===== config.mk =====
export PLATFORM = sky130hd
export DESIGN_NAME = iase_chain
export DESIGN_NICKNAME = d
export VERILOG_FILES = /design/src/hw/rtl/iase_pkg.sv /design/src/hw/rtl/iase_cell.sv /design/src/hw/rtl/iase_chain.sv
export SDC_FILE = /design/constraint.sdc
export NUM_CORES = 2
export LEC_CHECK = 0
export BUFFER_PORTS_ARGS = -buffer_cell sky130_fd_sc_hd__buf_4
export CELL_PAD_IN_SITES_DETAIL_PLACEMENT = 1
export CELL_PAD_IN_SITES_GLOBAL_PLACEMENT = 1
export CORE_MARGIN = 2
export CORE_UTILIZATION = 51
export CTS_CLUSTER_SIZE = 25
export DETAILED_ROUTE_END_ITERATION = 8
export PLACE_DENSITY_LB_ADDON = 0.3
export SLEW_MARGIN = 10
export SYNTH_ARGS = -nofsm -noshare
export SYNTH_HDL_FRONTEND = slang
export SYNTH_SLANG_ARGS = --single-unit

===== constraint.sdc =====
create_clock -name clk_i -period 0.8 [get_ports clk_i]
set_input_delay 0 -clock clk_i [delete_from_list [all_inputs] [get_ports clk_i]]
set_output_delay 0 -clock clk_i [all_outputs]
set_load 0.03 [all_outputs]

===== src/hw/rtl/iase_pkg.sv =====
// ----------------------------------------------------------------------------
// iase_pkg: shared types for the infix add/subtract evaluator
// Stack depth, entry types, cell commands and the control/view structs
// passed between the sequencer and the stack chain.
// ----------------------------------------------------------------------------
package iase_pkg;

  // depth of both the operand and the operator stack
  localparam int unsigned STACK_DEPTH = 64;
  // count width, able to hold the depth itself
  localparam int unsigned CNT_W       = $clog2(STACK_DEPTH + 1);

  typedef logic [CNT_W-1:0] cnt_t;
  typedef logic [31:0]      opnd_t;
  typedef logic [1:0]       oper_t;

  // operator stack entries
  localparam oper_t OP_LP    = 2'd0;
  localparam oper_t OP_PLUS  = 2'd1;
  localparam oper_t OP_MINUS = 2'd2;

  // what one stack cell does in a cycle
  typedef enum logic [1:0] {
    CELL_HOLD,
    CELL_LOAD_ABOVE,
    CELL_LOAD_BELOW
  } cell_cmd_e;

  // sequencer to chain: per-lane commands for the top cell and the rest
  typedef struct packed {
    cell_cmd_e opnd_top_cmd;
    cell_cmd_e opnd_rest_cmd;
    opnd_t     opnd_in;
    cell_cmd_e oper_top_cmd;
    cell_cmd_e oper_rest_cmd;
    oper_t     oper_in;
  } chain_ctl_t;

  // chain to sequencer: the entries nearest the top
  typedef struct packed {
    opnd_t opnd0;
    opnd_t opnd1;
    oper_t oper0;
  } chain_top_t;

endpackage


===== src/hw/rtl/iase_cell.sv =====
// ----------------------------------------------------------------------------
// iase_cell: one stack cell
// Holds one operand entry and one operator entry; each lane holds, loads
// from the neighbor above (push) or from the neighbor below (pop).
// ----------------------------------------------------------------------------
module iase_cell (
  input  logic                clk_i,
  input  logic                rst_ni,
  input  iase_pkg::cell_cmd_e opnd_cmd_i,
  input  iase_pkg::opnd_t     opnd_above_i,
  input  iase_pkg::opnd_t     opnd_below_i,
  output iase_pkg::opnd_t     opnd_o,
  input  iase_pkg::cell_cmd_e oper_cmd_i,
  input  iase_pkg::oper_t     oper_above_i,
  input  iase_pkg::oper_t     oper_below_i,
  output iase_pkg::oper_t     oper_o
);
  import iase_pkg::*;

  opnd_t opnd_q, opnd_d;
  oper_t oper_q, oper_d;

  // operand lane select
  always_comb begin
    unique case (opnd_cmd_i)
      CELL_LOAD_ABOVE: opnd_d = opnd_above_i;
      CELL_LOAD_BELOW: opnd_d = opnd_below_i;
      default:         opnd_d = opnd_q;
    endcase
  end

  // operator lane select
  always_comb begin
    unique case (oper_cmd_i)
      CELL_LOAD_ABOVE: oper_d = oper_above_i;
      CELL_LOAD_BELOW: oper_d = oper_below_i;
      default:         oper_d = oper_q;
    endcase
  end

  // entry registers, cleared so the top operand reads zero after reset
  always_ff @(posedge clk_i or negedge rst_ni) begin
    if (!rst_ni) begin
      opnd_q <= '0;
      oper_q <= OP_LP;
    end else begin
      opnd_q <= opnd_d;
      oper_q <= oper_d;
    end
  end

  assign opnd_o = opnd_q;
  assign oper_o = oper_q;

endmodule


===== src/hw/rtl/iase_chain.sv =====
// ----------------------------------------------------------------------------
// iase_chain: row of stack cells
// Cell 0 is the top of both stacks; pushes shift entries away from the top,
// pops shift them toward it, one neighbor step per cycle.
// ----------------------------------------------------------------------------
module iase_chain (
  input  logic                 clk_i,
  input  logic                 rst_ni,
  input  iase_pkg::chain_ctl_t ctl_i,
  output iase_pkg::chain_top_t top_o
);
  import iase_pkg::*;

  opnd_t opnd_val [STACK_DEPTH];
  oper_t oper_val [STACK_DEPTH];

  for (genvar i = 0; i < STACK_DEPTH; i++) begin : g_cell
    opnd_t     opnd_above, opnd_below;
    oper_t     oper_above, oper_below;
    cell_cmd_e opnd_cmd, oper_cmd;

    // neighbor wiring: the top takes fresh data, the bottom pops in zero
    if (i == 0) begin : g_top
      assign opnd_above = ctl_i.opnd_in;
      assign oper_above = ctl_i.oper_in;
      assign opnd_cmd   = ctl_i.opnd_top_cmd;
      assign oper_cmd   = ctl_i.oper_top_cmd;
    end else begin : g_inner
      assign opnd_above = opnd_val[i-1];
      assign oper_above = oper_val[i-1];
      assign opnd_cmd   = ctl_i.opnd_rest_cmd;
      assign oper_cmd   = ctl_i.oper_rest_cmd;
    end

    if (i == STACK_DEPTH - 1) begin : g_bottom
      assign opnd_below = '0;
      assign oper_below = OP_LP;
    end else begin : g_mid
      assign opnd_below = opnd_val[i+1];
      assign oper_below = oper_val[i+1];
    end

    iase_cell u_cell (
      .clk_i        (clk_i),
      .rst_ni       (rst_ni),
      .opnd_cmd_i   (opnd_cmd),
      .opnd_above_i (opnd_above),
      .opnd_below_i (opnd_below),
      .opnd_o       (opnd_val[i]),
      .oper_cmd_i   (oper_cmd),
      .oper_above_i (oper_above),
      .oper_below_i (oper_below),
      .oper_o       (oper_val[i])
    );
  end

  // top view
  assign top_o.opnd0 = opnd_val[0];
  assign top_o.opnd1 = opnd_val[1];
  assign top_o.oper0 = oper_val[0];

endmodule


After elaboration in Yosys (flattened, before gate mapping). Cells that the tools add are included.

Bits in latches: 0. RAM bits: 0. Register bits after elaboration: 2176. Memories kept: 0. Bits of input ports: 44. Word-level logic and storage cells: 268. ROM bits: 0.

Add/subtract/negate cells: 0. Shifts and indexed selects: 0. Bitwise gates (word level): 0. Reduce and logical (&&, ||, !) cells: 4. Divide/modulo/power cells: 0. Magnitude comparators: 0. Multipliers: 0. Muxes and demuxes: 128. Equality and inequality tests: 8.

Operators by type and width (number): case mux 32 bit (2 select lines) (64); case mux 2 bit (2 select lines) (64); == test 2 x 1 -> 1 bit, second input constant (4); == test 2 bit, second input constant (4); nonzero test 2 bit (4).

Longest topological paths before layout.
Depth in word-level cells: 2. Gate-level depth with buffers: 8. Mapped depth without buffers: 4.

Cells and area by module. A second synthesis with hierarchy kept.

Cells, all modules: 9665. Area, all modules: 104664.1 µm².

Modules (own cells, without submodules): iase_cell (cells each 151, area each 1635.3 µm², times used 64); iase_chain (cells each 1, area each 3.8 µm², times used 1).

Least setup slack after synthesis. OpenSTA, ideal clock, no wires.

Path kind: in2reg. From: in ctl_i[38] in the netlist's numbering. To: reg g_cell[16].u_cell.opnd_q[0]. Arrival time: 1.114 ns. Library setup time: 0.132 ns. Buffers on the path: 4. Stages: 7. Slack: -0.446 ns. Cell sequence: inv_1 ha_1 buf_4 buf_2 buf_2 clkbuf_1 o21ai_1.

Word-level cells in the longest chain between the ends: 2. Elaborated cells between the ends (all ways): 4. Classes of those cells: eq/ne (2); mux (1); reduce/logical (1).

RTL lines: start: declaration (RTL line iase_chain.sv:9) `input iase_pkg::chain_ctl_t ctl_i,`; == test 2 bit or == test 2 x 1 -> 1 bit (tied branches) (RTL line iase_cell.sv:25) `unique case (opnd_cmd_i)`; case mux 32 bit (2 select lines) or nonzero test 2 bit (tied branches); end signal: assignment (RTL line iase_cell.sv:47) `opnd_q <= opnd_d;`; end: declaration (RTL line iase_cell.sv:20) `opnd_t opnd_q, opnd_d;`.

Several ways; a longest one is shown, not always the timed one. A chain may end at the register's enable or synchronous reset.

Worst setup path in the final report.
From: reg g_cell[1].u_cell.opnd_q[6]. To: out top_o[8] in the netlist's numbering.

RTL lines: start: declaration (RTL line iase_cell.sv:20); start signal: assignment (RTL line iase_cell.sv:47); end: declaration (RTL line iase_chain.sv:10) `output iase_pkg::chain_top_t top_o`.

No word-level cell between the ends.

==> flow_summary.yaml <==
floorplan:
  rows: 163
  io_pins: 110
  start_util: 0.512
  die-area_mm2: 0.201
  core_area_mm2: 0.197
  die_w_um: 448
  dieHeight_um: 448
sta:
  slew_viol_final: 0
  grt_setup_unrepaired: "true"
  fin_crit_sh: 2.06
  fin_hold_ws_ns: -0.112
  min_period_ns: 1.65
  hold_viol_final: 217
  setup_violations: 684
  finalWorstSetupSlack_ns: -0.846
  max-slew-margin-rel: 0.698
  fin_worst_skew_ns: 0.0481
  fmax_mhz: 608
  worst_pin_slew_ns: 0.451
pwr:
  switchingPower_uw: 85000
  power.density_mw_per_mm2: 2430
  ir_drop_v: 0.00214
  clkPwrFrac: 0.375
  intPower_uw: 202000
  pwr-share-comb: 0.161
  p_leak_uw: 0.0507
  power_frac_seq: 0.464
  netSwitchingFraction: 0.296
final_layout:
  drive_above_1_share: 0.141
  area_growth_pct: 17.3
  fillers: 20200
  layout.nets: 9927
routing:
  drtAntennaViolNets: 0
  post_drt_wl_per_cell_um: 20.5
  vias: 72200
  drt_iter0_drc: 4932
  drc_errors: 0
  wl_um: 261000
  via_per_inst: 5.68
  drtPass1Iterations: 6
clock_network:
  tritoncts: "yes"
  cts_inserted_buffers: 226
  clock_path_buffers: 3
  clk_pin_slew_ns: 0.06
  cts-htree-levels: 4
  clkLatencyLatePin_ns: 0.91
  clock_sinks: 2176
  root_buffer: "clkbuf_16"
logic_synthesis:
  synth_seq_cells: 2176
  synth_top_area_share: 0.541
  syn_area_per_cell_um2: 10.7
  synth_edf_count: 0
  synthFlopType: "dfrtp_1"
  synth_compound_area_frac: 0.108
  ys_seq_area_frac: 0.541
  yosysMostFrequentCell: "dfrtp_1"
  synthesis.nets: 9486
  synth.area.mux_share: 0.213
  synth_warnings: 0
  netlist_instances: 9436
  synthSimpleGateAreaFrac: 0.0830
  synth_top_family_by_area: "multiplexers"
  synth_xor_area_frac: 0
  ys_types: 17
  synth_top_area_cell: "dfrtp_1"
  async_flop_share: 1.00
  synthTopCellsByCount: "dfrtp_1 (2,176), nand2_1 (2,173), mux2i_1 (2,142), o21ai_1 (1,800), clkbuf_1 (398)"
  synthTopCellsByArea: "dfrtp_1 (54%), mux2i_1 (21%), o21ai_1 (8.9%), nand2_1 (8.1%), buf_12 (2.2%)"
  synthAdderAreaFrac: 0.000745
  syn_area_mm2: 0.101
worst_setup_path:
  critPathArrivalTime_ns: 1.65
  worstSetupPathType: "flip-flop to output port"
  cp_slowest_stage_delay_ns: 0.47
  critPathSlowestCell: "dfrtp_2"
  reg2reg_from: "g_cell[1].u_cell.opnd_o[27]$_DFFE_PN0P_"
  cp.required_ns: 0.80
  timing.critical_path.mode_cell: "buf_6"
  crit_start: "g_cell[1].u_cell.opnd_o[6]$_DFFE_PN0P_"
  cp_max_fo: 2
  worstPathBufferInverterCount: 2
  end_kind: "output port"
  crit_path_start_kind: "flip-flop"
  crit_family: "flip-flops"
  cp_cell_sequence: "buf_6, buf_6"
status:
  status: "complete, but fails checks"
  violations: "negative hold slack, negative setup slack"
job:
  max-cap-violations: 0
grt:
  grt_usage: 0.243
  antenna_found_initial: 2
  grt_pass1_vias: 77000
  grt_max_degree: 81
  grt_pass1_wl_um: 408000
  gr-total-overflow: 0
placed_design:
  io_buffers: 109
  place_congestion: 0.738
  pre_cts_ws_ns: -0.888
  dp_hpwl_um: 145000
hold_path:
  holdCritPathClass: "input pin to async pin"
[sequential cells by signal, summed over array words and instances (netlist names)]
signal / count
g_cell.u_cell.opnd_o: 2048
g_cell.u_cell.oper_o: 128
[cell families (layout without fill, tap and decap cells)]
| group | Yosys count | count (layout) |
|---|---|---|
| other cells | 0 | 1 |
| simple gates | 2205 | 2205 |
| flops | 2176 | 2176 |
| mux | 2142 | 2142 |
| compound gates | 2176 | 2176 |
| fa+ha+maj | 6 | 6 |
| buf+inv | 731 | 1357 |
[layout by cell type, fill, tap and decap left out, types with 67 or more instances in the layout]
cell,instances
mux2i_1,2070
buf_6,160
clkbuf_16,231
buf_4,443
o21ai_0,124
clkbuf_1,70
o21ai_1,1998
dlygate4sd3_1,80
dfrtp_1,2109
buf_12,249
nand2_1,2154
dfrtp_2,67
[cell type report]
class / instances / area, um2 / area share
antenna: 1 / 2.50 / 0.0000212
clock buffer: 353 / 6730 / 0.0569
clock inverter: 60 / 783 / 0.00663
inverter: 4 / 27.5 / 0.000233
multi-input combinational: 6529 / 41600 / 0.352
sequential: 2176 / 54500 / 0.462
tap: 2640 / 3300 / 0.0280
timing repair buffer: 940 / 11100 / 0.0942
[worst register-to-register path: stages (launching register included)]
cell and delay [ns]:
dfrtp_1 0.45, buf_6 0.15, buf_6 0.12, mux2i_1 0.24
o21ai_1 0.13
[power groups by stage]
| stage | logic, uW | registers, uW | clock network, uW |
|---|---|---|---|
| floorplan | 23800 | 130000 | 0 |
| global placement | 34200 | 133000 | 0 |
| detailed placement | 36700 | 133000 | 0 |
| CTS | 40400 | 132000 | 109000 |
| global route | 49800 | 134000 | 114000 |
| finish | 46100 | 133000 | 108000 |
[routing by layer]
| layer | track usage | vias up | share of wire |
|---|---|---|---|
| li1 | - | 33400 | - |
| met4 | 0.0715 | 2 | 0.034 |
| met1 | 0.322 | 36800 | 0.43 |
| met3 | 0.0322 | 617 | 0.035 |
| met2 | 0.417 | 1353 | 0.50 |
| met5 | 0 | - | 0.000054 |
[through the flow]
stage	std cells	setup TNS [ns]	utilization	power, uW	cell area [um2]
final	12700	-186.01	0.600	287000	118000
after detailed placement	12000	-1525.20	0.543	170000	107000
after global placement	12000	-1438.93	0.543	167000	107000
after global routing	12700	-207.68	0.600	298000	118000
after CTS	12600	-142.05	0.591	281000	116000
after floorplan	9436	-738.13	-	154000	101000
[final timing paths]
path / endpoint / slack [ns] / cells past startpoint
worst max-delay path: top_o[8] / -0.85 / 2
worst min-delay path: g_cell[58].u_cell.opnd_o[17]$_DFFE_PN0P_ / -0.11 / 3
worst max register to register: g_cell[0].u_cell.opnd_o[27]$_DFFE_PN0P_ / -0.42 / 4
worst min register to register: g_cell[63].u_cell.opnd_o[19]$_DFFE_PN0P_ / 0.49 / 2
max in group asynchronous: g_cell[19].u_cell.opnd_o[15]$_DFFE_PN0P_ / -0.12 / 4
min in group clk_i: g_cell[60].u_cell.opnd_o[31]$_DFFE_PN0P_ / -0.09 / 5
[repair_timing]
action | CTS | global route
pin swaps | 10 | 112
setup buffers | 74 | 111
resized for setup | 235 | 437
setup endpoints to repair | 283 | 1306
endpoints found under the hold margin | 2539 | 264
hold buffers | 80 | 5
cloned | 0 | 3
Note: power is estimated with default switching activity, not from simulation.
