`config.mk`:
```
export PLATFORM = sky130hd
export DESIGN_NAME = iase_seq
export DESIGN_NICKNAME = d
export VERILOG_FILES = /design/src/hw/rtl/iase_pkg.sv /design/src/hw/rtl/iase_seq.sv
export SDC_FILE = /design/constraint.sdc
export NUM_CORES = 1
export LEC_CHECK = 0
export BUFFER_PORTS_ARGS = -buffer_cell sky130_fd_sc_hd__buf_2
export CAP_MARGIN = 10
export CORE_MARGIN = 4
export CORE_UTILIZATION = 55
export CTS_BUF_LIST = sky130_fd_sc_hd__clkbuf_2 sky130_fd_sc_hd__clkbuf_4 sky130_fd_sc_hd__clkbuf_8
export DETAILED_ROUTE_END_ITERATION = 8
export PLACE_DENSITY = 0.79
export SLEW_MARGIN = 15
export SYNTH_ARGS = -nofsm -noshare
export SYNTH_HDL_FRONTEND = slang
export SYNTH_SLANG_ARGS = --single-unit
```
`constraint.sdc`:
```
create_clock -name clk_i -period 14.9 [get_ports clk_i]
set_clock_uncertainty 0.1 [all_clocks]
set_input_delay 2.98 -clock clk_i [delete_from_list [all_inputs] [get_ports clk_i]]
set_output_delay 2.98 -clock clk_i [all_outputs]
set_load 0.05 [all_outputs]
```
`src/hw/rtl/iase_pkg.sv`:
```
// ----------------------------------------------------------------------------
// iase_pkg: shared types for the infix add/subtract evaluator
// Stack depth, entry types, cell commands and the control/view structs
// passed between the sequencer and the stack chain.
// ----------------------------------------------------------------------------
package iase_pkg;

  // depth of both the operand and the operator stack
  localparam int unsigned STACK_DEPTH = 64;
  // count width, able to hold the depth itself
  localparam int unsigned CNT_W       = $clog2(STACK_DEPTH + 1);

  typedef logic [CNT_W-1:0] cnt_t;
  typedef logic [31:0]      opnd_t;
  typedef logic [1:0]       oper_t;

  // operator stack entries
  localparam oper_t OP_LP    = 2'd0;
  localparam oper_t OP_PLUS  = 2'd1;
  localparam oper_t OP_MINUS = 2'd2;

  // what one stack cell does in a cycle
  typedef enum logic [1:0] {
    CELL_HOLD,
    CELL_LOAD_ABOVE,
    CELL_LOAD_BELOW
  } cell_cmd_e;

  // sequencer to chain: per-lane commands for the top cell and the rest
  typedef struct packed {
    cell_cmd_e opnd_top_cmd;
    cell_cmd_e opnd_rest_cmd;
    opnd_t     opnd_in;
    cell_cmd_e oper_top_cmd;
    cell_cmd_e oper_rest_cmd;
    oper_t     oper_in;
  } chain_ctl_t;

  // chain to sequencer: the entries nearest the top
  typedef struct packed {
    opnd_t opnd0;
    opnd_t opnd1;
    oper_t oper0;
  } chain_top_t;

endpackage

```
`src/hw/rtl/iase_seq.sv`:
```
// ----------------------------------------------------------------------------
// iase_seq: character decode and stack sequencer
// Decodes each character, accumulates numbers, applies the pending operator
// with one adder and drives the stack chain; flushes at the end of an
// expression and hands the top operand out.
// ----------------------------------------------------------------------------
module iase_seq (
  input  logic                 clk_i,
  input  logic                 rst_ni,
  input  logic                 in_valid_i,
  output logic                 in_ready_o,
  input  logic [7:0]           in_char_i,
  input  logic                 in_last_i,
  input  logic                 out_free_i,
  output logic                 res_valid_o,
  output iase_pkg::opnd_t      res_value_o,
  output logic                 res_ovf_o,
  output iase_pkg::chain_ctl_t chain_ctl_o,
  input  iase_pkg::chain_top_t chain_top_i
);
  import iase_pkg::*;

  // character codes
  localparam logic [7:0] CH_SPACE = 8'h20;
  localparam logic [7:0] CH_LP    = 8'h28;
  localparam logic [7:0] CH_RP    = 8'h29;
  localparam logic [7:0] CH_PLUS  = 8'h2B;
  localparam logic [7:0] CH_MINUS = 8'h2D;
  localparam logic [7:0] CH_ZERO  = 8'h30;
  localparam logic [7:0] CH_NINE  = 8'h39;

  // sequencer states
  localparam logic [1:0] ST_RUN   = 2'd0;
  localparam logic [1:0] ST_RPOP  = 2'd1;
  localparam logic [1:0] ST_FLUSH = 2'd2;

  typedef enum logic [2:0] {
    PC_NONE, PC_LP, PC_PLUS, PC_MINUS, PC_DIGIT, PC_RP, PC_OTHER
  } prev_class_e;

  localparam cnt_t CNT_FULL = cnt_t'(STACK_DEPTH);
  localparam cnt_t CNT_ONE  = cnt_t'(1);

  logic [1:0]  state_q, state_d;
  opnd_t       acc_q, acc_d;
  logic        innum_q, innum_d;
  prev_class_e prev_q, prev_d;
  logic        ovf_q, ovf_d;
  logic        last_q, last_d;
  cnt_t        opnd_cnt_q, opnd_cnt_d;
  cnt_t        oper_cnt_q, oper_cnt_d;

  logic  accept, top_is_op, sign_prev, need_rpop;
  logic  is_space, is_digit, is_lp, is_rp, is_plus, is_minus;
  logic  push_req, push_ok, apply_req, apply_ok, finish;
  logic  oper_push, oper_pop, oper_repl;
  oper_t oper_val;
  opnd_t push_val, acc_x10, alu_l, alu_r, alu_res;

  // character classes
  assign is_space = (in_char_i == CH_SPACE);
  assign is_digit = (in_char_i >= CH_ZERO) && (in_char_i <= CH_NINE);
  assign is_lp    = (in_char_i == CH_LP);
  assign is_rp    = (in_char_i == CH_RP);
  assign is_plus  = (in_char_i == CH_PLUS);
  assign is_minus = (in_char_i == CH_MINUS);

  assign in_ready_o = (state_q == ST_RUN);
  assign accept     = in_valid_i && in_ready_o;
  assign top_is_op  = (oper_cnt_q != '0) && (chain_top_i.oper0 != OP_LP);
  assign sign_prev  = (prev_q == PC_LP) || (prev_q == PC_PLUS) || (prev_q == PC_MINUS);

  // accumulator times ten plus the new digit
  assign acc_x10 = {acc_q[28:0], 3'b000} + {acc_q[30:0], 1'b0} + {28'd0, in_char_i[3:0]};

  // per-character decisions and the end-of-expression flush
  always_comb begin
    state_d   = state_q;
    acc_d     = acc_q;
    innum_d   = innum_q;
    prev_d    = prev_q;
    last_d    = last_q;
    push_req  = 1'b0;
    push_val  = acc_q;
    apply_req = 1'b0;
    oper_push = 1'b0;
    oper_pop  = 1'b0;
    oper_repl = 1'b0;
    oper_val  = OP_LP;
    finish    = 1'b0;
    need_rpop = 1'b0;
    unique case (state_q)
      ST_RUN: begin
        if (accept) begin
          last_d = in_last_i;
          if (is_digit) begin
            acc_d   = acc_x10;
            innum_d = 1'b1;
            prev_d  = PC_DIGIT;
          end else if (!is_space) begin
            // a finished number goes on the operand stack first
            if (innum_q) begin
              push_req = 1'b1;
              push_val = acc_q;
              acc_d    = '0;
              innum_d  = 1'b0;
            end
            if (is_lp) begin
              oper_push = 1'b1;
              oper_val  = OP_LP;
              prev_d    = PC_LP;
            end else if (is_rp) begin
              prev_d = PC_RP;
              if (top_is_op) begin
                apply_req = 1'b1;
                oper_pop  = 1'b1;
                need_rpop = 1'b1;
              end else if (oper_cnt_q != '0) begin
                oper_pop = 1'b1;
              end
            end else begin
              // unary sign: a zero operand stands in on the left
              if (!innum_q && sign_prev) begin
                push_req = 1'b1;
                push_val = '0;
              end
              apply_req = top_is_op;
              oper_val  = is_plus ? OP_PLUS : OP_MINUS;
              oper_repl = top_is_op;
              oper_push = !top_is_op;
              if (is_plus) begin
                prev_d = PC_PLUS;
              end else if (is_minus) begin
                prev_d = PC_MINUS;
              end else begin
                prev_d = PC_OTHER;
              end
            end
          end
          if (need_rpop) begin
            state_d = ST_RPOP;
          end else if (in_last_i) begin
            state_d = ST_FLUSH;
          end
        end
      end
      ST_RPOP: begin
        // drop the matching open parenthesis
        if (oper_cnt_q != '0) begin
          oper_pop = 1'b1;
        end
        state_d = last_q ? ST_FLUSH : ST_RUN;
      end
      ST_FLUSH: begin
        if (innum_q) begin
          push_req = 1'b1;
          push_val = acc_q;
          acc_d    = '0;
          innum_d  = 1'b0;
        end else if (oper_cnt_q != '0) begin
          oper_pop  = 1'b1;
          apply_req = (chain_top_i.oper0 != OP_LP);
        end else if (out_free_i) begin
          finish  = 1'b1;
          acc_d   = '0;
          innum_d = 1'b0;
          prev_d  = PC_NONE;
          state_d = ST_RUN;
        end
      end
      default: begin
        state_d = ST_RUN;
      end
    endcase
  end

  // operand push / apply and operator stack moves
  assign push_ok  = push_req && (opnd_cnt_q != CNT_FULL);
  assign apply_ok = apply_req && (push_ok || (opnd_cnt_q >= cnt_t'(2)));
  assign alu_l    = push_ok ? chain_top_i.opnd0 : chain_top_i.opnd1;
  assign alu_r    = push_ok ? push_val : chain_top_i.opnd0;
  assign alu_res  = (chain_top_i.oper0 == OP_PLUS) ? (alu_l + alu_r) : (alu_l - alu_r);

  always_comb begin
    chain_ctl_o.opnd_top_cmd  = CELL_HOLD;
    chain_ctl_o.opnd_rest_cmd = CELL_HOLD;
    chain_ctl_o.opnd_in       = alu_res;
    chain_ctl_o.oper_top_cmd  = CELL_HOLD;
    chain_ctl_o.oper_rest_cmd = CELL_HOLD;
    chain_ctl_o.oper_in       = oper_val;
    opnd_cnt_d = opnd_cnt_q;
    oper_cnt_d = oper_cnt_q;
    ovf_d      = ovf_q;

    if (push_req && !push_ok) begin
      ovf_d = 1'b1;
    end

    // operand lane
    if (finish) begin
      chain_ctl_o.opnd_top_cmd = CELL_LOAD_ABOVE;
      chain_ctl_o.opnd_in      = '0;
      opnd_cnt_d               = CNT_ONE;
    end else if (push_ok && apply_ok) begin
      chain_ctl_o.opnd_top_cmd = CELL_LOAD_ABOVE;
    end else if (push_ok) begin
      chain_ctl_o.opnd_top_cmd  = CELL_LOAD_ABOVE;
      chain_ctl_o.opnd_rest_cmd = CELL_LOAD_ABOVE;
      chain_ctl_o.opnd_in       = push_val;
      opnd_cnt_d                = opnd_cnt_q + CNT_ONE;
    end else if (apply_ok) begin
      chain_ctl_o.opnd_top_cmd  = CELL_LOAD_ABOVE;
      chain_ctl_o.opnd_rest_cmd = CELL_LOAD_BELOW;
      opnd_cnt_d                = opnd_cnt_q - CNT_ONE;
    end

    // operator lane
    if (finish) begin
      oper_cnt_d = '0;
    end else if (oper_push) begin
      if (oper_cnt_q != CNT_FULL) begin
        chain_ctl_o.oper_top_cmd  = CELL_LOAD_ABOVE;
        chain_ctl_o.oper_rest_cmd = CELL_LOAD_ABOVE;
        oper_cnt_d                = oper_cnt_q + CNT_ONE;
      end else begin
        ovf_d = 1'b1;
      end
    end else if (oper_pop) begin
      chain_ctl_o.oper_top_cmd  = CELL_LOAD_BELOW;
      chain_ctl_o.oper_rest_cmd = CELL_LOAD_BELOW;
      oper_cnt_d                = oper_cnt_q - CNT_ONE;
    end else if (oper_repl) begin
      chain_ctl_o.oper_top_cmd = CELL_LOAD_ABOVE;
    end
  end

  // result toward the output register
  assign res_valid_o = finish;
  assign res_value_o = chain_top_i.opnd0;
  assign res_ovf_o   = ovf_q;

  // sequencer and expression state
  always_ff @(posedge clk_i or negedge rst_ni) begin
    if (!rst_ni) begin
      state_q    <= ST_RUN;
      acc_q      <= '0;
      innum_q    <= 1'b0;
      prev_q     <= PC_NONE;
      ovf_q      <= 1'b0;
      last_q     <= 1'b0;
      opnd_cnt_q <= CNT_ONE;
      oper_cnt_q <= '0;
    end else begin
      state_q    <= state_d;
      acc_q      <= acc_d;
      innum_q    <= innum_d;
      prev_q     <= prev_d;
      ovf_q      <= ovf_d;
      last_q     <= last_d;
      opnd_cnt_q <= opnd_cnt_d;
      oper_cnt_q <= oper_cnt_d;
    end
  end

endmodule

```
Yosys cells after proc, flatten, opt, wreduce, memory -nomap -nowiden:

Cells that the tools add are included.

* register bits after elaboration: 54
* output and inout port bits: 77
* logic and storage cells: 192

* add/subtract/negate cells: 8
* $lt $le $gt $ge: 3
* equality and inequality tests: 24
* muxes and demuxes: 122
* reduce and logical (&&, ||, !) cells: 27

Operators by type and width (count)
* 2-to-1 mux 32 bit: 19
* adder 32 bit: 2
* one-hot mux 32 bit (2 select lines): 1
* 2-to-1 mux 7 bit: 8
* 2-to-1 mux 1 bit: 54
* equality test 8 x 6 -> 1 bit, second input constant: 5
* 2-to-1 mux 3 bit: 13
* 2-to-1 mux 2 bit: 18
* 2-to-1 mux 34 bit: 1
* adder 32 x 4 -> 32 bit: 1
* subtractor 32 bit: 1
* adder 7 x 1 -> 7 bit, second input constant: 2
* inequality test 7 bit, second input constant: 2
* subtractor 7 x 1 -> 7 bit, second input constant: 2
* AND reduction 6 bit: 2
* >= comparator 8 x 6 -> 1 bit, second input constant: 1
* less-or-equal comparator 8 x 6 -> 1 bit, second input constant: 1
* logical AND 1 bit: 8
* 2-to-1 mux 4 bit: 2
* inequality test 2 bit, second input constant: 4
* >= comparator 7 x 2 -> 1 bit, second input constant: 1
* nonzero test 7 bit: 1
* equality test 3 x 2 -> 1 bit, second input constant: 2
* inequality test 3 x 1 -> 1 bit, second input constant: 2
* 18 further kinds: 31

Logic depth before layout (Yosys ltp):

Gate-level depths: netlist of run 1.

* depth in word-level cells: 18
* depth in mapped cells: 36
* mapped depth without buffers: 29

Least setup slack after synthesis of run 1:

Ideal clock, no wire load.

* path type: input to output
* from: input in_char_i[7]
* to: output chain_ctl_o[36] (netlist name)
* arrival time: 9.828 ns
* slack: 1.992 ns
* stages on the path: 32
* path through: or3b_4 -> nor4_4 -> or4_1 -> buf_4 -> nand2_4 -> nand2_4 -> inv_4 -> buf_6 -> buf_6 -> buf_6 -> buf_2 -> buf_2 -> nand3_1 -> nand2_1 -> inv_1 -> ha_1 -> o21ai_0 -> a211oi_1 -> nand2b_1 -> nor4_4 -> nand3_2 -> o21ai_1 -> a31oi_1 -> ha_1 -> nand3_1 -> or3_1 -> a211o_1 -> nand2_1 -> o41a_1 -> a21oi_1 -> o21a_1 -> o311ai_0

RTL lines
* start, declared: RTL line iase_seq.sv:12 `input logic [7:0] in_char_i,`
* end, declared: RTL line iase_seq.sv:18 `output iase_pkg::chain_ctl_t chain_ctl_o,`

==> run_results.csv, run 1 <==
group,metric,value,unit
yosys,yosysWarnings,0,
drt,postRouteAntennaNets,0,
grt,grt-ovfl-total,0,
status,outcome,"finished clean",
clocking,cts_setup_buffers,0,
timing,layout_setup_ws,1670,ps
grt,grt_first_pass_wirelength,40.9,mm
floorplanning,die_area,18000,sq um
setup_path,critical_path_required,11820,ps
layout,n_antenna_cell,0,
layout,final_util,61.5,%
grt,use_met3,3.08,%
pwr,totalPowerFinal,1.21,mW
layout,design_area,9490,sq um
drt,dr.pass1.iters,5,
clocking,cts_root_buf,"clkbuf_8",
grt,grt_max_degree,99,
clocking,cts_tree,"done",
clocking,path_clk_slew,110,ps
timing,drv_slew,0,
floorplanning,row_count,45,
yosys,ys_types,79,
yosys,synth_area,8760,sq um
layout,drive_gt1_share,15.8,%
yosys,async_flop_share,100,%
timing,setup_viol,0,
yosys,synthSimpleGateAreaFrac,25.1,%
clocking,clockBufferDepth,2,
clocking,hold_buffers,0,
yosys,synth.area.mux_share,0.600,%
drt,vias,9120,
timing,worstMarginPinSlew,1130,ps
timing,relSlewSlack,24.4,%
timing,setup-tns-final,0,ps
yosys,synthXorXnorAreaFrac,9.10,%
drt,viasPerCell,6.12,
clocking,cts_resized,0,
yosys,synth_top_family_by_area,"compound AO/OA/AOI/OAI gates",
timing,rsz0062_at_grt,"no",
timing,fin_crit_sh,88.8,%
timing,max_freq,75.6,MHz
layout,n_fill_cell,1467,
yosys,synth_fp_nets,1388,
job,maxCapViolCount,0,
yosys,synth_fa_ha_area_share,16.4,%
drt,drtIter0Drc,747,
worst_hold_path,hold_path.class,"reg2reg",
floorplanning,die_w,134,um
timing,period_minus_slack,13230,ps
yosys,syn_area_per_cell,7.32,sq um
clocking,clk_latency,330,ps
grt,globalRoute.busiestLayer,"met2",
setup_path,arrival,10150,ps
yosys,synthFlopType,"dfrtp_1",
setup_path,worst_setup_path_start_kind,"input pin",
placement,place_area,9370,sq um
yosys,syn_inst,1197,
floorplanning,die_h,134,um
layout,areaGrowthSynthToFinish,8.32,%
placement,portBuffers,154,
floorplanning,fp.coreArea,15400,sq um
grt,grt_use_total,27.1,%
clocking,htree_levels,2,
yosys,synth_area_leader_cell,"ha_1",
drt,drc,0,
setup_path,path_class,"in2out",
placement,place_congestion,0.985,
clocking,clkSinkCount,54,
placement,dp_cells,1483,
floorplanning,start_util,56.8,%
grt,use_met2,44.7,%
floorplanning,io_pins,156,
drt,routed_wl,25.2,mm
clocking,cts_buffers,5,
yosys,ys_seq_area_share,15.4,%
yosys,synth_top_area_share,15.3,%
yosys,synth-edff-count,0,
drt,post_drt_wl_per_cell,16.9,um
pwr,power_density,128,nW/um^2
placement,hpwlAfterDp,19.3,mm
layout,final_cells,1491,
setup_path,critPathCaptureType,"primary output",
yosys,synth_compound_area_share,26.0,%
setup_path,worstPathMaxFanout,72,
timing,hold_violations,0,
grt,grt_pass1_vias,8507,
timing,hold_ws,399,ps
grt,met1_usage,37.0,%
grt,antenna_found_initial,0,
pwr,peakVddDrop,86.5,uV
yosys,synth_area_leaders,"ha_1, dfrtp_1, nand2_1, a21oi_1, xnor2_1",
yosys,ys_seq_elements,54,
pwr,leakage,4.72,nW
placement,pre_cts_slack,1750,ps
layout,nNetsFinal,1470,
## worst max-delay path, cell delays in order
cell,delay [ps]
buf_2,110
or3b_4,420
nor4_4,340
or4_1,390
nand2_4,90
nand2_4,580
inv_4,60
and3_1,180
a21oi_1,160
ha_1,220
o21ai_0,90
a211oi_1,410
nand2b_1,230
o21ai_0,250
xor2_1,170
ha_1,290
and3_1,220
a221oi_1,250
o21ai_0,250
o31ai_1,720
o41ai_1,190
o41ai_1,510
o21ai_0,320
xnor2_1,200
nand2_1,70
a21oi_1,150
buf_2,290
## cells in the final DEF, fill, tap and decap left out, types with 13 or more instances in the layout
cell / netlist / final
a21o_1: 27 / 27
xnor2_1: 59 / 59
nor2b_1: 19 / 19
xor2_1: 32 / 32
nand2b_1: 14 / 13
a31oi_1: 14 / 14
nor2_1: 63 / 63
nor3_1: 25 / 25
nand2_1: 201 / 201
o31ai_1: 36 / 35
nand3_1: 46 / 46
dfrtp_1: 53 / 53
buf_2: 10 / 154
ha_1: 107 / 107
inv_1: 34 / 34
a21oi_1: 108 / 108
and3_1: 27 / 27
o21ai_0: 69 / 69
## final cells by class
class	instances	area [sq um]	area share [%]
Clock buffer	5	68.8	0.725
Clock inverter	3	48.8	0.514
Inverter	36	138	1.45
Multi-Input combinational cell	1021	6790	71.6
Sequential cell	54	1350	14.3
Tap cell	211	264	2.78
Timing Repair Buffer	161	823	8.68
## cell families after synthesis
group	count (synthesis)
compound gates	355
xor+xnor	91
mux	5
other cells	1
fa+ha+maj	112
flops	54
buf+inv	122
simple gates	457
## Yosys cell counts, drive strengths merged, types with 19 or more instances
library cell and instances:
a21o 27, a21oi 108, and3 27, buf 55
clkbuf 31, dfrtp 53, ha 107, inv 36
nand2 204, nand3 47, nor2 64, nor2b 19
nor3 25, o21ai 75, o31ai 37, xnor2 59
xor2 32
## where the power goes
group / total, mW / switching [mW] / internal, mW
sequential: 0.200 / 0.0253 / 0.175
clock: 0.106 / 0.0551 / 0.0513
combinational: 0.906 / 0.615 / 0.292
total: 1.21 / 0.695 / 0.518
## routing by layer
metal	vias up	routed length, um
met5	-	0
met4	0	652
met3	50	1800
met2	359	11500
met1	4247	11300
li1	4464	-
## final timing paths
kind                                         from                        end  slack [ps]  cells past startpoint
setup / recovery                     in_char_i[7]            chain_ctl_o[33]        1670                     27
hold / removal                 last_q$_DFFE_PN0P_         last_q$_DFFE_PN0P_         400                      2
setup reg to reg           state_q[0]$_DFFE_PN0P_  opnd_cnt_q[6]$_DFFE_PN0P_       10090                     17
hold reg to reg                last_q$_DFFE_PN0P_         last_q$_DFFE_PN0P_         400                      2
max in group asynchronous                  rst_ni       acc_q[9]$_DFFE_PN0P_       11550                      2
min in group asynchronous                  rst_ni  oper_cnt_q[4]$_DFFE_PN0P_        2660                      2
## state kept, by name, summed over array words and instances, names as in the netlist
| name | count |
|---|---|
| acc_q | 32 |
| last_q | 1 |
| prev_q | 3 |
| state_q | 2 |
| oper_cnt_q | 7 |
| opnd_cnt_q | 7 |
| innum_q | 1 |
| res_ovf_o | 1 |
No activity file was read; power rests on OpenSTA's default activity.
==> run 2, diff against run 1 <==
--- a/config.mk
+++ b/config.mk
@@ -11,7 +11,7 @@
 export CORE_UTILIZATION = 55
 export CTS_BUF_LIST = sky130_fd_sc_hd__clkbuf_2 sky130_fd_sc_hd__clkbuf_4 sky130_fd_sc_hd__clkbuf_8
 export DETAILED_ROUTE_END_ITERATION = 8
-export PLACE_DENSITY = 0.79
+export PLACE_DENSITY = 0.87
 export SLEW_MARGIN = 15
 export SYNTH_ARGS = -nofsm -noshare
 export SYNTH_HDL_FRONTEND = slang
==> run 2 against run 1 <==
Against the previous run:
- design area down 0.16%
- die area unchanged
- critical path type unchanged
- register-to-register slack worse by 190 ps
- hold slack better by 4.5 ps
==> run_results.csv, run 2 (synthesis gave the netlist of run 1 again) <==
group,metric,value,unit
grt,grt_max_degree,73,
layout,final_cells,1492,
clocking,cts_buffers,5,
floorplanning,io_pins,156,
worst_hold_path,whs_path_depth,2,
setup_path,critPathCaptureType,"primary output",
worst_hold_path,hp-start,"last_q$_DFFE_PN0P_",
timing,relSlewSlack,18.5,%
setup_path,arrival,10400,ps
placement,dp_cells,1484,
setup_path,r2r-end,"opnd_cnt_q[6]$_DFFE_PN0P_",
worst_hold_path,hold_path_end,"last_q$_DFFE_PN0P_",
clocking,path_clk_slew,100,ps
clocking,cts_resized,0,
setup_path,critical_path_required,11820,ps
clocking,cts_setup_buffers,0,
setup_path,worstPathMaxFanout,72,
layout,mostFrequentLayoutCells,"nand2_1, buf_2, a21oi_1",
clocking,hold_buffers,0,
drt,routed_wl,25.9,mm
drt,dr.pass1.iters,6,
grt,grt_first_pass_wirelength,41.2,mm
layout,final_util,61.4,%
pwr,comb_power_share,75.8,%
layout,largest_register_ffs,32,
setup_path,reg2reg_depth,17,
pwr,netSwitchingFraction,58.0,%
layout,areaGrowthSynthToFinish,8.14,%
clocking,clockBufferDepth,2,
floorplanning,row_count,45,
timing,setup_viol,0,
floorplanning,die_w,134,um
timing,worstMarginPinSlew,1220,ps
setup_path,crit_top_cell,"a21oi_1",
job,maxCapViolCount,0,
setup_path,reg2reg_slack,9900,ps
grt,grt_use_total,27.4,%
timing,rsz0062_at_grt,"no",
floorplanning,die_h,134,um
pwr,peakVddDrop,84.4,uV
pwr,clock_power_share,7.6,%
pwr,p_seq_share,16.6,%
drt,drtIter0Drc,954,
drt,viasPerCell,6.23,
status,outcome,"finished clean",
grt,grt_pass1_vias,8577,
setup_path,path_class,"in2out",
timing,drv_slew,0,
grt,antenna_found_initial,0,
timing,fin_crit_sh,90.4,%
clocking,cts_tree,"done",
setup_path,slowest_stage,"a2111oi_0",
drt,post_drt_wl_per_cell,17.3,um
timing,setup-tns-final,0,ps
timing,max_freq,74.2,MHz
layout,layout_commonest_cell,"nand2_1",
drt,postRouteAntennaNets,0,
drt,vias,9291,
drt,drc,0,
clocking,clk_latency,330,ps
setup_path,cp_num_buf_inv,3,
setup_path,cp_top_family,"simple AND/OR/NAND/NOR gates",
placement,portBuffers,154,
setup_path,critPathMaxStageDelay,590,ps
setup_path,worst_setup_path_start_kind,"input pin",
floorplanning,fp.coreArea,15400,sq um
floorplanning,die_area,18000,sq um
clocking,cts_root_buf,"clkbuf_8",
placement,place_congestion,0.969,
placement,hpwlAfterDp,19.8,mm
clocking,clkSinkCount,54,
pwr,power_density,127,nW/um^2
worst_hold_path,hold_path.class,"reg2reg",
layout,largestRegisters,"acc_q: 32 flops, oper_cnt_q: 7 flops, opnd_cnt_q: 7 flops",
setup_path,reg2reg_from,"state_q[0]$_DFFE_PN0P_",
layout,nNetsFinal,1471,
pwr,leakage,4.72,nW
layout,n_antenna_cell,0,
pwr,switching_power,0.700,mW
layout,drive_gt1_share,15.8,%
timing,hold_violations,0,
pwr,p_int,0.506,mW
layout,largest_register,"acc_q",
grt,grt-ovfl-total,0,
floorplanning,start_util,56.8,%
clocking,htree_levels,2,
timing,period_minus_slack,13480,ps
run 2: worst max path at each step:
stage | start | endpoint | slack, ps | cells past startpoint
after global placement | in_char_i[7] | chain_ctl_o[33] | 1740 | 28
final | in_char_i[7] | chain_ctl_o[33] | 1420 | 28
after CTS | in_char_i[7] | chain_ctl_o[33] | 1520 | 28
after detailed placement | in_char_i[7] | chain_ctl_o[33] | 1510 | 28
after floorplan | in_char_i[7] | chain_ctl_o[36] | 1990 | 32
after global routing | in_char_i[7] | chain_ctl_o[33] | 900 | 28
run 2: worst reg2reg max path: stages, from the launching register on:
cell	delay, ps
dfrtp_1	550
nor2_2	190
nand2_2	120
or4_1	690
nand2_4	130
nand2_4	400
inv_4	590
buf_4	580
fa_1	360
nor2b_1	60
o21ai_0	140
nand2b_1	100
a21o_1	180
a21oi_1	180
xnor2_1	170
nor2_1	60
o21ai_0	160
o31ai_1	100
run 2: final cells by class:
type,count,area [sq um]
repair buffers,162,831
clock inverters,2,12.5
well taps,211,264
multi-input cells,1021,6790
fillers,1461,5960
inverters,36,138
flip-flops and latches,54,1350
clock buffers,6,82.6
run 2: through the flow:
stage                     area (sq um)  hold slack, ps  total power, mW  setup slack (ps)
after CTS                         9470             408             1.20              1520
after floorplan                   8760             344            0.923              1990
final                             9470             404             1.21              1420
after global placement            9380             361             1.09              1740
after global routing              9470             430             1.29               898
after detailed placement          9380             379             1.11              1510
run 2: power groups by stage:
stage,sequential (mW),combinational [mW],clock (mW)
floorplan,0.194,0.729,0
global placement,0.200,0.890,0
detailed placement,0.202,0.910,0
CTS,0.199,0.912,0.0926
global route,0.203,0.990,0.0982
finish,0.200,0.915,0.0916
run 2: metal layers:
metal  wire (um)  share of wire [%]  track usage [%]
met1       10500                 41             36.6
met2       12200                 47             46.8
met3        2390                9.2             2.74
met4         693                2.7             8.37
met5           0                  0                0
